## config.mk

```make
export PLATFORM = sky130hd
export DESIGN_NAME = onewire_temp_reader
export DESIGN_NICKNAME = d
export VERILOG_FILES = /design/src/hw/rtl/owtr_pkg.sv /design/src/hw/rtl/owtr_cfg.sv /design/src/hw/rtl/owtr_core.sv /design/src/hw/rtl/owtr_disp.sv /design/src/hw/rtl/onewire_temp_reader.sv
export SDC_FILE = /design/constraint.sdc
export NUM_CORES = 1
export LEC_CHECK = 0
export ABC_AREA = 1
export BUFFER_PORTS_ARGS = -buffer_cell sky130_fd_sc_hd__buf_2
export CAP_MARGIN = 25
export CELL_PAD_IN_SITES_DETAIL_PLACEMENT = 1
export CELL_PAD_IN_SITES_GLOBAL_PLACEMENT = 1
export CORE_UTILIZATION = 35
export CTS_BUF_LIST = sky130_fd_sc_hd__clkbuf_16
export CTS_CLUSTER_DIAMETER = 50
export DETAILED_ROUTE_END_ITERATION = 6
export GPL_ROUTABILITY_DRIVEN = 0
export PLACE_DENSITY = 0.63
export SLEW_MARGIN = 20
export SYNTH_ARGS = -nofsm -noshare
export SYNTH_HDL_FRONTEND = slang
export SYNTH_HIERARCHICAL = 1
export SYNTH_SLANG_ARGS = --single-unit
```

## constraint.sdc

```tcl
create_clock -name clk -period 17.9 [get_ports clk]
set_input_delay 3.58 -clock clk [delete_from_list [all_inputs] [get_ports clk]]
set_output_delay 3.58 -clock clk [all_outputs]
set_load 0.02 [all_outputs]
```

## src/hw/rtl/owtr_pkg.sv

```systemverilog
// shared types, register indexes and constants for the one-wire temperature reader
package owtr_pkg;

  localparam int unsigned TickW   = 18;
  localparam int unsigned TimeW   = 8;
  localparam int unsigned CfgAddrW = 3;
  localparam int unsigned CfgDataW = 18;

  // configuration register indexes
  localparam logic [CfgAddrW-1:0] RegResetLow   = 3'd0;
  localparam logic [CfgAddrW-1:0] RegResetWait  = 3'd1;
  localparam logic [CfgAddrW-1:0] RegWriteSlot  = 3'd2;
  localparam logic [CfgAddrW-1:0] RegRecovery   = 3'd3;
  localparam logic [CfgAddrW-1:0] RegReadWait   = 3'd4;
  localparam logic [CfgAddrW-1:0] RegConvWait   = 3'd5;

  // reset values of the timing registers
  localparam logic [TimeW-1:0] ResetLowInit  = 8'd120;
  localparam logic [TimeW-1:0] ResetWaitInit = 8'd96;
  localparam logic [TimeW-1:0] WriteSlotInit = 8'd12;
  localparam logic [TimeW-1:0] RecoveryInit  = 8'd5;
  localparam logic [TimeW-1:0] ReadWaitInit  = 8'd11;
  localparam logic [TickW-1:0] ConvWaitInit  = 18'd0;

  // bus commands
  localparam logic [7:0] CmdSkipRom  = 8'hCC;
  localparam logic [7:0] CmdConvert  = 8'h44;
  localparam logic [7:0] CmdReadPad  = 8'hBE;

  // sequence steps
  localparam logic [3:0] OpReset1   = 4'd0;
  localparam logic [3:0] OpSkip1    = 4'd1;
  localparam logic [3:0] OpConvert  = 4'd2;
  localparam logic [3:0] OpConvWait = 4'd3;
  localparam logic [3:0] OpReset2   = 4'd4;
  localparam logic [3:0] OpSkip2    = 4'd5;
  localparam logic [3:0] OpReadCmd  = 4'd6;
  localparam logic [3:0] OpReadLo   = 4'd7;
  localparam logic [3:0] OpReadHi   = 4'd8;

  typedef struct packed {
    logic [TimeW-1:0] reset_low;
    logic [TimeW-1:0] reset_wait;
    logic [TimeW-1:0] write_slot;
    logic [TimeW-1:0] recovery;
    logic [TimeW-1:0] read_wait;
    logic [TickW-1:0] conv_wait;
  } owtr_cfg_t;

  typedef struct packed {
    logic        pull_low;
    logic        busy;
    logic        done;
    logic [15:0] raw;
  } owtr_res_t;

  function automatic logic [7:0] cmd_of_step(input logic [3:0] op);
    logic [7:0] c;
    case (op)
      OpSkip1:   c = CmdSkipRom;
      OpConvert: c = CmdConvert;
      OpSkip2:   c = CmdSkipRom;
      OpReadCmd: c = CmdReadPad;
      default:   c = 8'h00;
    endcase
    return c;
  endfunction

  // zero timing values count as one tick
  function automatic logic [TimeW-1:0] at_least_one(input logic [TimeW-1:0] v);
    return (v == '0) ? TimeW'(1) : v;
  endfunction

endpackage

```

## src/hw/rtl/owtr_cfg.sv

```systemverilog
// timing configuration registers
module owtr_cfg
  import owtr_pkg::*;
(
  input  logic                clk,
  input  logic                rst,
  input  logic                cfg_write,
  input  logic [CfgAddrW-1:0] cfg_addr,
  input  logic [CfgDataW-1:0] cfg_wdata,
  output owtr_cfg_t           cfg
);

  always_ff @(posedge clk) begin
    if (rst) begin
      cfg.reset_low  <= ResetLowInit;
      cfg.reset_wait <= ResetWaitInit;
      cfg.write_slot <= WriteSlotInit;
      cfg.recovery   <= RecoveryInit;
      cfg.read_wait  <= ReadWaitInit;
      cfg.conv_wait  <= ConvWaitInit;
    end else if (cfg_write) begin
      case (cfg_addr)
        RegResetLow:  cfg.reset_low  <= cfg_wdata[TimeW-1:0];
        RegResetWait: cfg.reset_wait <= cfg_wdata[TimeW-1:0];
        RegWriteSlot: cfg.write_slot <= cfg_wdata[TimeW-1:0];
        RegRecovery:  cfg.recovery   <= cfg_wdata[TimeW-1:0];
        RegReadWait:  cfg.read_wait  <= cfg_wdata[TimeW-1:0];
        RegConvWait:  cfg.conv_wait  <= cfg_wdata[TickW-1:0];
        default: ;
      endcase
    end
  end

endmodule

```

## src/hw/rtl/owtr_core.sv

```systemverilog
// bus sequencer: state registers and per-tick next-state logic
module owtr_core
  import owtr_pkg::*;
(
  input  logic      clk,
  input  logic      rst,
  input  logic      step,
  input  logic      start_req,
  input  logic      bus_level,
  input  owtr_cfg_t cfg,
  output owtr_res_t res
);

  logic [3:0]       op_index,   op_index_next;
  logic [1:0]       slot_phase, slot_phase_next;
  logic [TickW-1:0] tick_count, tick_count_next;
  logic [2:0]       bit_count,  bit_count_next;
  logic [7:0]       shift_byte, shift_byte_next;
  logic [7:0]       low_byte,   low_byte_next;
  logic [15:0]      last_raw,   last_raw_next;
  logic             running,    running_next;

  logic [TickW:0]   tick_inc;
  logic [TickW-1:0] target;
  logic             done;
  logic [3:0]       op_adv;
  logic [7:0]       cmd_byte;
  logic             cmd_bit;

  always_comb begin
    running_next    = running;
    op_index_next   = op_index;
    slot_phase_next = slot_phase;
    tick_count_next = tick_count;
    bit_count_next  = bit_count;
    shift_byte_next = shift_byte;
    low_byte_next   = low_byte;
    last_raw_next   = last_raw;
    res.pull_low    = 1'b0;
    res.busy        = 1'b0;
    res.done        = 1'b0;

    if (!running && start_req) begin
      running_next    = 1'b1;
      op_index_next   = OpReset1;
      slot_phase_next = 2'd0;
      tick_count_next = '0;
      bit_count_next  = '0;
      shift_byte_next = '0;
    end

    // phase timer target for the current step and phase
    case (op_index_next)
      OpReset1, OpReset2:
        target = (slot_phase_next == 2'd0) ? TickW'(at_least_one(cfg.reset_low))
                                           : TickW'(at_least_one(cfg.reset_wait));
      OpSkip1, OpConvert, OpSkip2, OpReadCmd:
        target = (slot_phase_next == 2'd1) ? TickW'(at_least_one(cfg.write_slot))
                                           : TickW'(at_least_one(cfg.recovery));
      OpConvWait: target = cfg.conv_wait;
      default:    target = TickW'(at_least_one(cfg.read_wait));
    endcase
    tick_inc = {1'b0, tick_count_next} + 1'b1;
    done     = tick_inc >= {1'b0, target};
    cmd_byte = cmd_of_step(op_index_next);
    cmd_bit  = cmd_byte[bit_count_next];
    // next step, with the conversion wait skipped when it is zero
    op_adv   = (op_index_next == OpConvert && cfg.conv_wait == '0) ? OpReset2
                                                                     : op_index_next + 4'd1;

    if (running_next) begin
      res.busy = 1'b1;
      case (op_index_next)
        OpReset1, OpReset2: begin
          res.pull_low    = (slot_phase_next == 2'd0);
          tick_count_next = done ? '0 : tick_inc[TickW-1:0];
          if (done) begin
            if (slot_phase_next == 2'd0) begin
              slot_phase_next = 2'd1;
            end else begin
              op_index_next   = op_adv;
              slot_phase_next = 2'd0;
              bit_count_next  = '0;
            end
          end
        end
        OpSkip1, OpConvert, OpSkip2, OpReadCmd: begin
          if (slot_phase_next == 2'd0) begin
            res.pull_low    = 1'b1;
            slot_phase_next = 2'd1;
            tick_count_next = '0;
          end else if (slot_phase_next == 2'd1) begin
            res.pull_low    = ~cmd_bit;
            tick_count_next = done ? '0 : tick_inc[TickW-1:0];
            if (done) slot_phase_next = 2'd2;
          end else begin
            tick_count_next = done ? '0 : tick_inc[TickW-1:0];
            if (done) begin
              slot_phase_next = 2'd0;
              if (bit_count_next == 3'd7) begin
                op_index_next  = op_adv;
                bit_count_next = '0;
              end else begin
                bit_count_next = bit_count_next + 3'd1;
              end
            end
          end
        end
        OpConvWait: begin
          tick_count_next = done ? '0 : tick_inc[TickW-1:0];
          if (done) begin
            op_index_next   = op_adv;
            slot_phase_next = 2'd0;
            bit_count_next  = '0;
          end
        end
        OpReadLo, OpReadHi: begin
          if (slot_phase_next == 2'd0) begin
            res.pull_low    = 1'b1;
            slot_phase_next = 2'd1;
            tick_count_next = '0;
          end else if (slot_phase_next == 2'd1) begin
            shift_byte_next = {bus_level, shift_byte_next[7:1]};
            slot_phase_next = 2'd2;
            tick_count_next = '0;
          end else begin
            tick_count_next = done ? '0 : tick_inc[TickW-1:0];
            if (done) begin
              slot_phase_next = 2'd0;
              if (bit_count_next != 3'd7) begin
                bit_count_next = bit_count_next + 3'd1;
              end else if (op_index_next == OpReadLo) begin
                low_byte_next  = shift_byte_next;
                op_index_next  = op_adv;
                bit_count_next = '0;
              end else begin
                last_raw_next  = {shift_byte_next, low_byte_next};
                res.done       = 1'b1;
                running_next   = 1'b0;
                op_index_next  = OpReset1;
                bit_count_next = '0;
                tick_count_next = '0;
              end
            end
          end
        end
        default: begin
          running_next    = 1'b0;
          op_index_next   = OpReset1;
          slot_phase_next = 2'd0;
          tick_count_next = '0;
          bit_count_next  = '0;
        end
      endcase
    end
    res.raw = last_raw_next;
  end

  always_ff @(posedge clk) begin
    if (rst) begin
      running    <= 1'b0;
      op_index   <= '0;
      slot_phase <= '0;
      tick_count <= '0;
      bit_count  <= '0;
      shift_byte <= '0;
      low_byte   <= '0;
      last_raw   <= '0;
    end else if (step) begin
      running    <= running_next;
      op_index   <= op_index_next;
      slot_phase <= slot_phase_next;
      tick_count <= tick_count_next;
      bit_count  <= bit_count_next;
      shift_byte <= shift_byte_next;
      low_byte   <= low_byte_next;
      last_raw   <= last_raw_next;
    end
  end

endmodule

```

## src/hw/rtl/owtr_disp.sv

```systemverilog
// temperature and decimal display digits from the raw reading
module owtr_disp
  import owtr_pkg::*;
(
  input  logic [15:0] raw,
  output logic [7:0]  temp,
  output logic [3:0]  tens,
  output logic [3:0]  ones
);

  logic [15:0] prod;
  logic [4:0]  quot;
  logic [7:0]  quot_x10;

  // divide by ten: x*205 >> 11 is exact for all eight-bit x
  assign temp     = raw[11:4];
  assign prod     = 16'(temp) * 16'd205;
  assign quot     = prod[15:11];
  assign quot_x10 = ({3'b000, quot} << 3) + ({3'b000, quot} << 1);
  assign tens     = quot[3:0];
  assign ones     = 4'(temp - quot_x10);

endmodule

```

## src/hw/rtl/onewire_temp_reader.sv

```systemverilog
// top level of the one-wire temperature reader
//
// one beat on the input channel is one bus time tick: start_req asks for a
// new reading while idle, bus_level is the sampled line. every input beat
// gives exactly one output beat carrying the bus drive (pull_low), busy_res,
// reading_valid on the tick the last read slot ends, and the latched raw
// reading with its temperature (raw bits 11:4) and tens/ones display digits.
// the accept edge loads the input register; once the result slot is free,
// the tick moves through the sequencer step logic into the result
// register. throughput is one beat per cycle while out_ready stays high;
// the sequencer state updates once per tick so the next may follow.
// if out_ready is low the result register holds, the input register still
// takes one more beat, then in_ready drops until the result is taken.
// reset clears the sequencer to idle, the latched reading to zero, both
// pipeline registers to empty and the timing registers to their defaults.
// timing registers are written through cfg_write/cfg_addr/cfg_wdata and
// should only change while no beat is in flight.
module onewire_temp_reader
  import owtr_pkg::*;
(
  input  logic                clk,
  input  logic                rst,
  // configuration
  input  logic                cfg_write,
  input  logic [CfgAddrW-1:0] cfg_addr,
  input  logic [CfgDataW-1:0] cfg_wdata,
  // tick input
  input  logic                in_valid,
  output logic                in_ready,
  input  logic                start_req,
  input  logic                bus_level,
  // result output
  output logic                out_valid,
  input  logic                out_ready,
  output logic                pull_low,
  output logic                busy_res,
  output logic                reading_valid,
  output logic [15:0]         raw_reading,
  output logic [7:0]          temperature,
  output logic [3:0]          tens_digit,
  output logic [3:0]          ones_digit
);

  owtr_cfg_t cfg;
  owtr_res_t res;

  // input register
  logic in_full;
  logic start_q;
  logic level_q;

  logic advance;
  logic [7:0] temp_c;
  logic [3:0] tens_c;
  logic [3:0] ones_c;

  // a tick moves into the result register when the result slot is free
  assign advance  = in_full && (!out_valid || out_ready);
  assign in_ready = !in_full || advance;

  owtr_cfg u_cfg (
    .clk       (clk),
    .rst       (rst),
    .cfg_write (cfg_write),
    .cfg_addr  (cfg_addr),
    .cfg_wdata (cfg_wdata),
    .cfg       (cfg)
  );

  owtr_core u_core (
    .clk       (clk),
    .rst       (rst),
    .step      (advance),
    .start_req (start_q),
    .bus_level (level_q),
    .cfg       (cfg),
    .res       (res)
  );

  owtr_disp u_disp (
    .raw  (res.raw),
    .temp (temp_c),
    .tens (tens_c),
    .ones (ones_c)
  );

  // input beat capture
  always_ff @(posedge clk) begin
    if (rst) begin
      in_full <= 1'b0;
    end else if (in_ready) begin
      in_full <= in_valid;
    end
    if (in_valid && in_ready) begin
      start_q <= start_req;
      level_q <= bus_level;
    end
  end

  // result register
  always_ff @(posedge clk) begin
    if (rst) begin
      out_valid <= 1'b0;
    end else if (advance) begin
      out_valid <= 1'b1;
    end else if (out_ready) begin
      out_valid <= 1'b0;
    end
    if (advance) begin
      pull_low      <= res.pull_low;
      busy_res      <= res.busy;
      reading_valid <= res.done;
      raw_reading   <= res.raw;
      temperature   <= temp_c;
      tens_digit    <= tens_c;
      ones_digit    <= ones_c;
    end
  end

endmodule

```

==> impl_metrics.toml <==
[pwr]
switching_power_mw = 0.252
leakage_nw = 4.91
sw_frac_of_total_pct = 28.9
seqPwrFrac_pct = 44.1
combPwrFrac_pct = 14.8
internal_power_mw = 0.621
powerDensity_nw_per_um2 = 80.9
ir_drop_v = 0.0000428
pwr-share-clk_pct = 41.1

[yosys]
async_reset_ff_share_pct = 0
synthCells = 1303
synth.distinct_cells = 57
syn_nets = 1411
synth.ff_latch_count = 157
synth.cell_area_um2 = 9700
ys.flop_type = "dfxtp_1"
ys_seq_area_share_pct = 36.2
synth_area_per_cell_um2 = 7.44
yosysWarningCount = 6
synth-edff-count = 37

[cts]
htreeDepth = 4
holdBufCountCts = 0
post_cts_resized = 0
clk_pin_slew_ns = 0.07
cts_root_buf = "clkbuf_16"
postCtsSetupRepairBufs = 0
cts_tree = "yes"
numCtsBuffers = 17
clkSinkCount = 157
cts.path.max_buffers = 2
clkLatencyLatePin_ns = 0.43

[worst_hold_path]
hold_path.class = "flip-flop to flip-flop"

[setup_path]
end_kind = "flip-flop"
cp_max_fo = 26
cp_data_arrival_time_ns = 9.49
crit_top_cell = "nand2_1"
crit_type = "flip-flop to flip-flop"
start_kind = "flip-flop"
cpPeakStageDelay_ns = 0.56
cpLargestDelayFamily = "simple AND/OR/NAND/NOR gates"
path_buf_inv = 10
worstPathRequired_ns = 18.09
cp_slowest_cell = "nor2_4"

[timing]
slew_headroom_pct = 43.3
drv_slew = 0
setup_tns_ns = 0
post-route-period-util_pct = 52.0
setup_violations = 0
finClkSkew_ns = 0.0110
fin_crit_ns = 9.30
finalHoldViolCount = 0
worst_pin_slew_ns = 0.847
fmax_mhz = 108
fin_ws_ns = 8.60
rsz0062_at_grt = "no"

[grt]
grt_usage_pct = 20.3
first_global_vias = 8688
grt_pass1_wl_um = 45700
grt_remaining_overflow = 0
grt_max_degree = 59
antenna_found_initial = 0

[route]
wl_um = 27700
ant_nets = 0
drc = 0
dr.pass1.iters = 5
vias_per_cell = 4.90
num_vias = 8449
avgRoutedWirePerCell_um = 16.0
dr.first_iter.drc_count = 318

[flow_run]
max_cap_viol_count = 0

[die]
dieWidth_um = 168
pin_count = 65
std_cell_rows = 60
dieArea_um2 = 28400
coreArea_um2 = 27100
die_h_um = 168
start_util_pct = 35.8

[placement]
port_buffers = 64
dp_hpwl_um = 20600
pre_cts_ws_ns = 8.61

[outcome]
status = "finished, final reports clean"

[cells_and_area]
diodes = 0
finalNetCount = 1449
finish.utilization_pct = 39.8
area_growth_pct = 11.3
drive_gt1_share_pct = 12.3
==> cells in the final DEF (no fill, tap or decap), types with 11 or more instances in the layout <==
| master | Yosys | final |
|---|---|---|
| edfxtp_1 | 37 | 37 |
| clkbuf_16 | 0 | 18 |
| nor2_1 | 162 | 162 |
| nand4_1 | 11 | 11 |
| nand3_1 | 74 | 74 |
| dfxtp_1 | 120 | 120 |
| nand2_2 | 12 | 12 |
| inv_1 | 168 | 169 |
| o21ai_0 | 71 | 71 |
| ha_1 | 70 | 70 |
| buf_2 | 6 | 64 |
| a21oi_1 | 91 | 90 |
| nand2_1 | 289 | 289 |
| xor2_1 | 16 | 16 |
==> per-stage QoR <==
step | hold slack, ns | power, mW | instances | instance area [µm²]
5_1_grt | 0.487 | 0.917 | 1726 | 10800
4_1_cts | 0.468 | 0.887 | 1726 | 10800
2_1_floorplan | 0.420 | 0.486 | 1303 | 9700
3_3_place_gp | 0.446 | 0.520 | 1694 | 10200
3_5_place_dp | 0.458 | 0.523 | 1694 | 10200
6_report | 0.466 | 0.873 | 1726 | 10800
==> per-layer routing <==
metal / global-route usage [%] / routed length (µm)
met1: 25.7 / 13000
met2: 36.0 / 13700
met3: 2.50 / 574
met4: 6.25 / 393
met5: 0 / 0
==> synth_stat cells (10+ instances only) <==
cell | count | area [µm²]
edfxtp_1 | 37 | 1110
ha_1 | 70 | 876
nand2_2 | 12 | 75.1
dfxtp_1 | 120 | 2400
a21oi_1 | 91 | 455
buf_4 | 10 | 75.1
nand3_1 | 74 | 370
nand4_1 | 11 | 68.8
inv_1 | 168 | 631
xor2_1 | 16 | 140
nor2_1 | 162 | 608
o21ai_0 | 71 | 355
nand2_1 | 289 | 1080
nor2_4 | 10 | 113
fa_1 | 10 | 200
clkbuf_1 | 23 | 86.3
==> worst min-delay path, stage by stage, from the launching register on <==
cell and delay (ns):
dfxtp_1 0.31, nand2_1 0.06, a21oi_1 0.05
==> registers in the layout, indices dropped and copies added, names as in the netlist <==
signal,flops
raw_reading,16
ones_digit,4
u_core/tick_count,18
u_core/low_byte,8
u_core/op_index,4
tens_digit,4
in_full,1
u_core/last_raw,16
busy_res,1
pull_low,1
level_q,1
u_core/bit_count,3
temperature,8
u_core/shift_byte,8
start_q,1
u_cfg/cfg,58
u_core/running,1
reading_valid,1
u_core/slot_phase,2
out_valid,1
==> power by group through the flow <==
stage | clock [mW] | sequential, mW | combinational, mW
6_report | 0.359 | 0.385 | 0.129
3_3_place_gp | 0 | 0.392 | 0.127
3_5_place_dp | 0 | 0.393 | 0.130
4_1_cts | 0.370 | 0.385 | 0.132
2_1_floorplan | 0 | 0.397 | 0.0890
5_1_grt | 0.383 | 0.386 | 0.149
==> worst paths after layout <==
check	startpoint	to	slack [ns]	depth (start not counted)
setup / recovery	start_q	ones_digit[3]	8.60	49
hold / removal	u_core/shift_byte[7]	u_core/shift_byte[7]	0.47	2
setup reg to reg	start_q	ones_digit[3]	8.60	49
hold reg to reg	u_core/shift_byte[7]	u_core/shift_byte[7]	0.47	2
==> cell type report <==
| type | count | area [µm²] |
|---|---|---|
| Fill cell | 3417 | 16300 |
| Tap cell | 372 | 465 |
| Clock buffer | 18 | 450 |
| Sequential cell | 157 | 3510 |
| Inverter | 177 | 672 |
| Multi-Input combinational cell | 920 | 5230 |
| Clock inverter | 14 | 116 |
| Timing Repair Buffer | 68 | 350 |
==> cells by family after synthesis <==
| kind of cell | after synthesis | synth area share, % |
|---|---|---|
| simple gates | 604 | 28.0 |
| xor+xnor | 24 | 2.17 |
| fa+ha+maj | 80 | 11.1 |
| mux | 1 | 0.103 |
| flops | 157 | 36.2 |
| buf+inv | 226 | 9.99 |
| compound gates | 211 | 12.4 |
(Power assumes the default switching activity.)
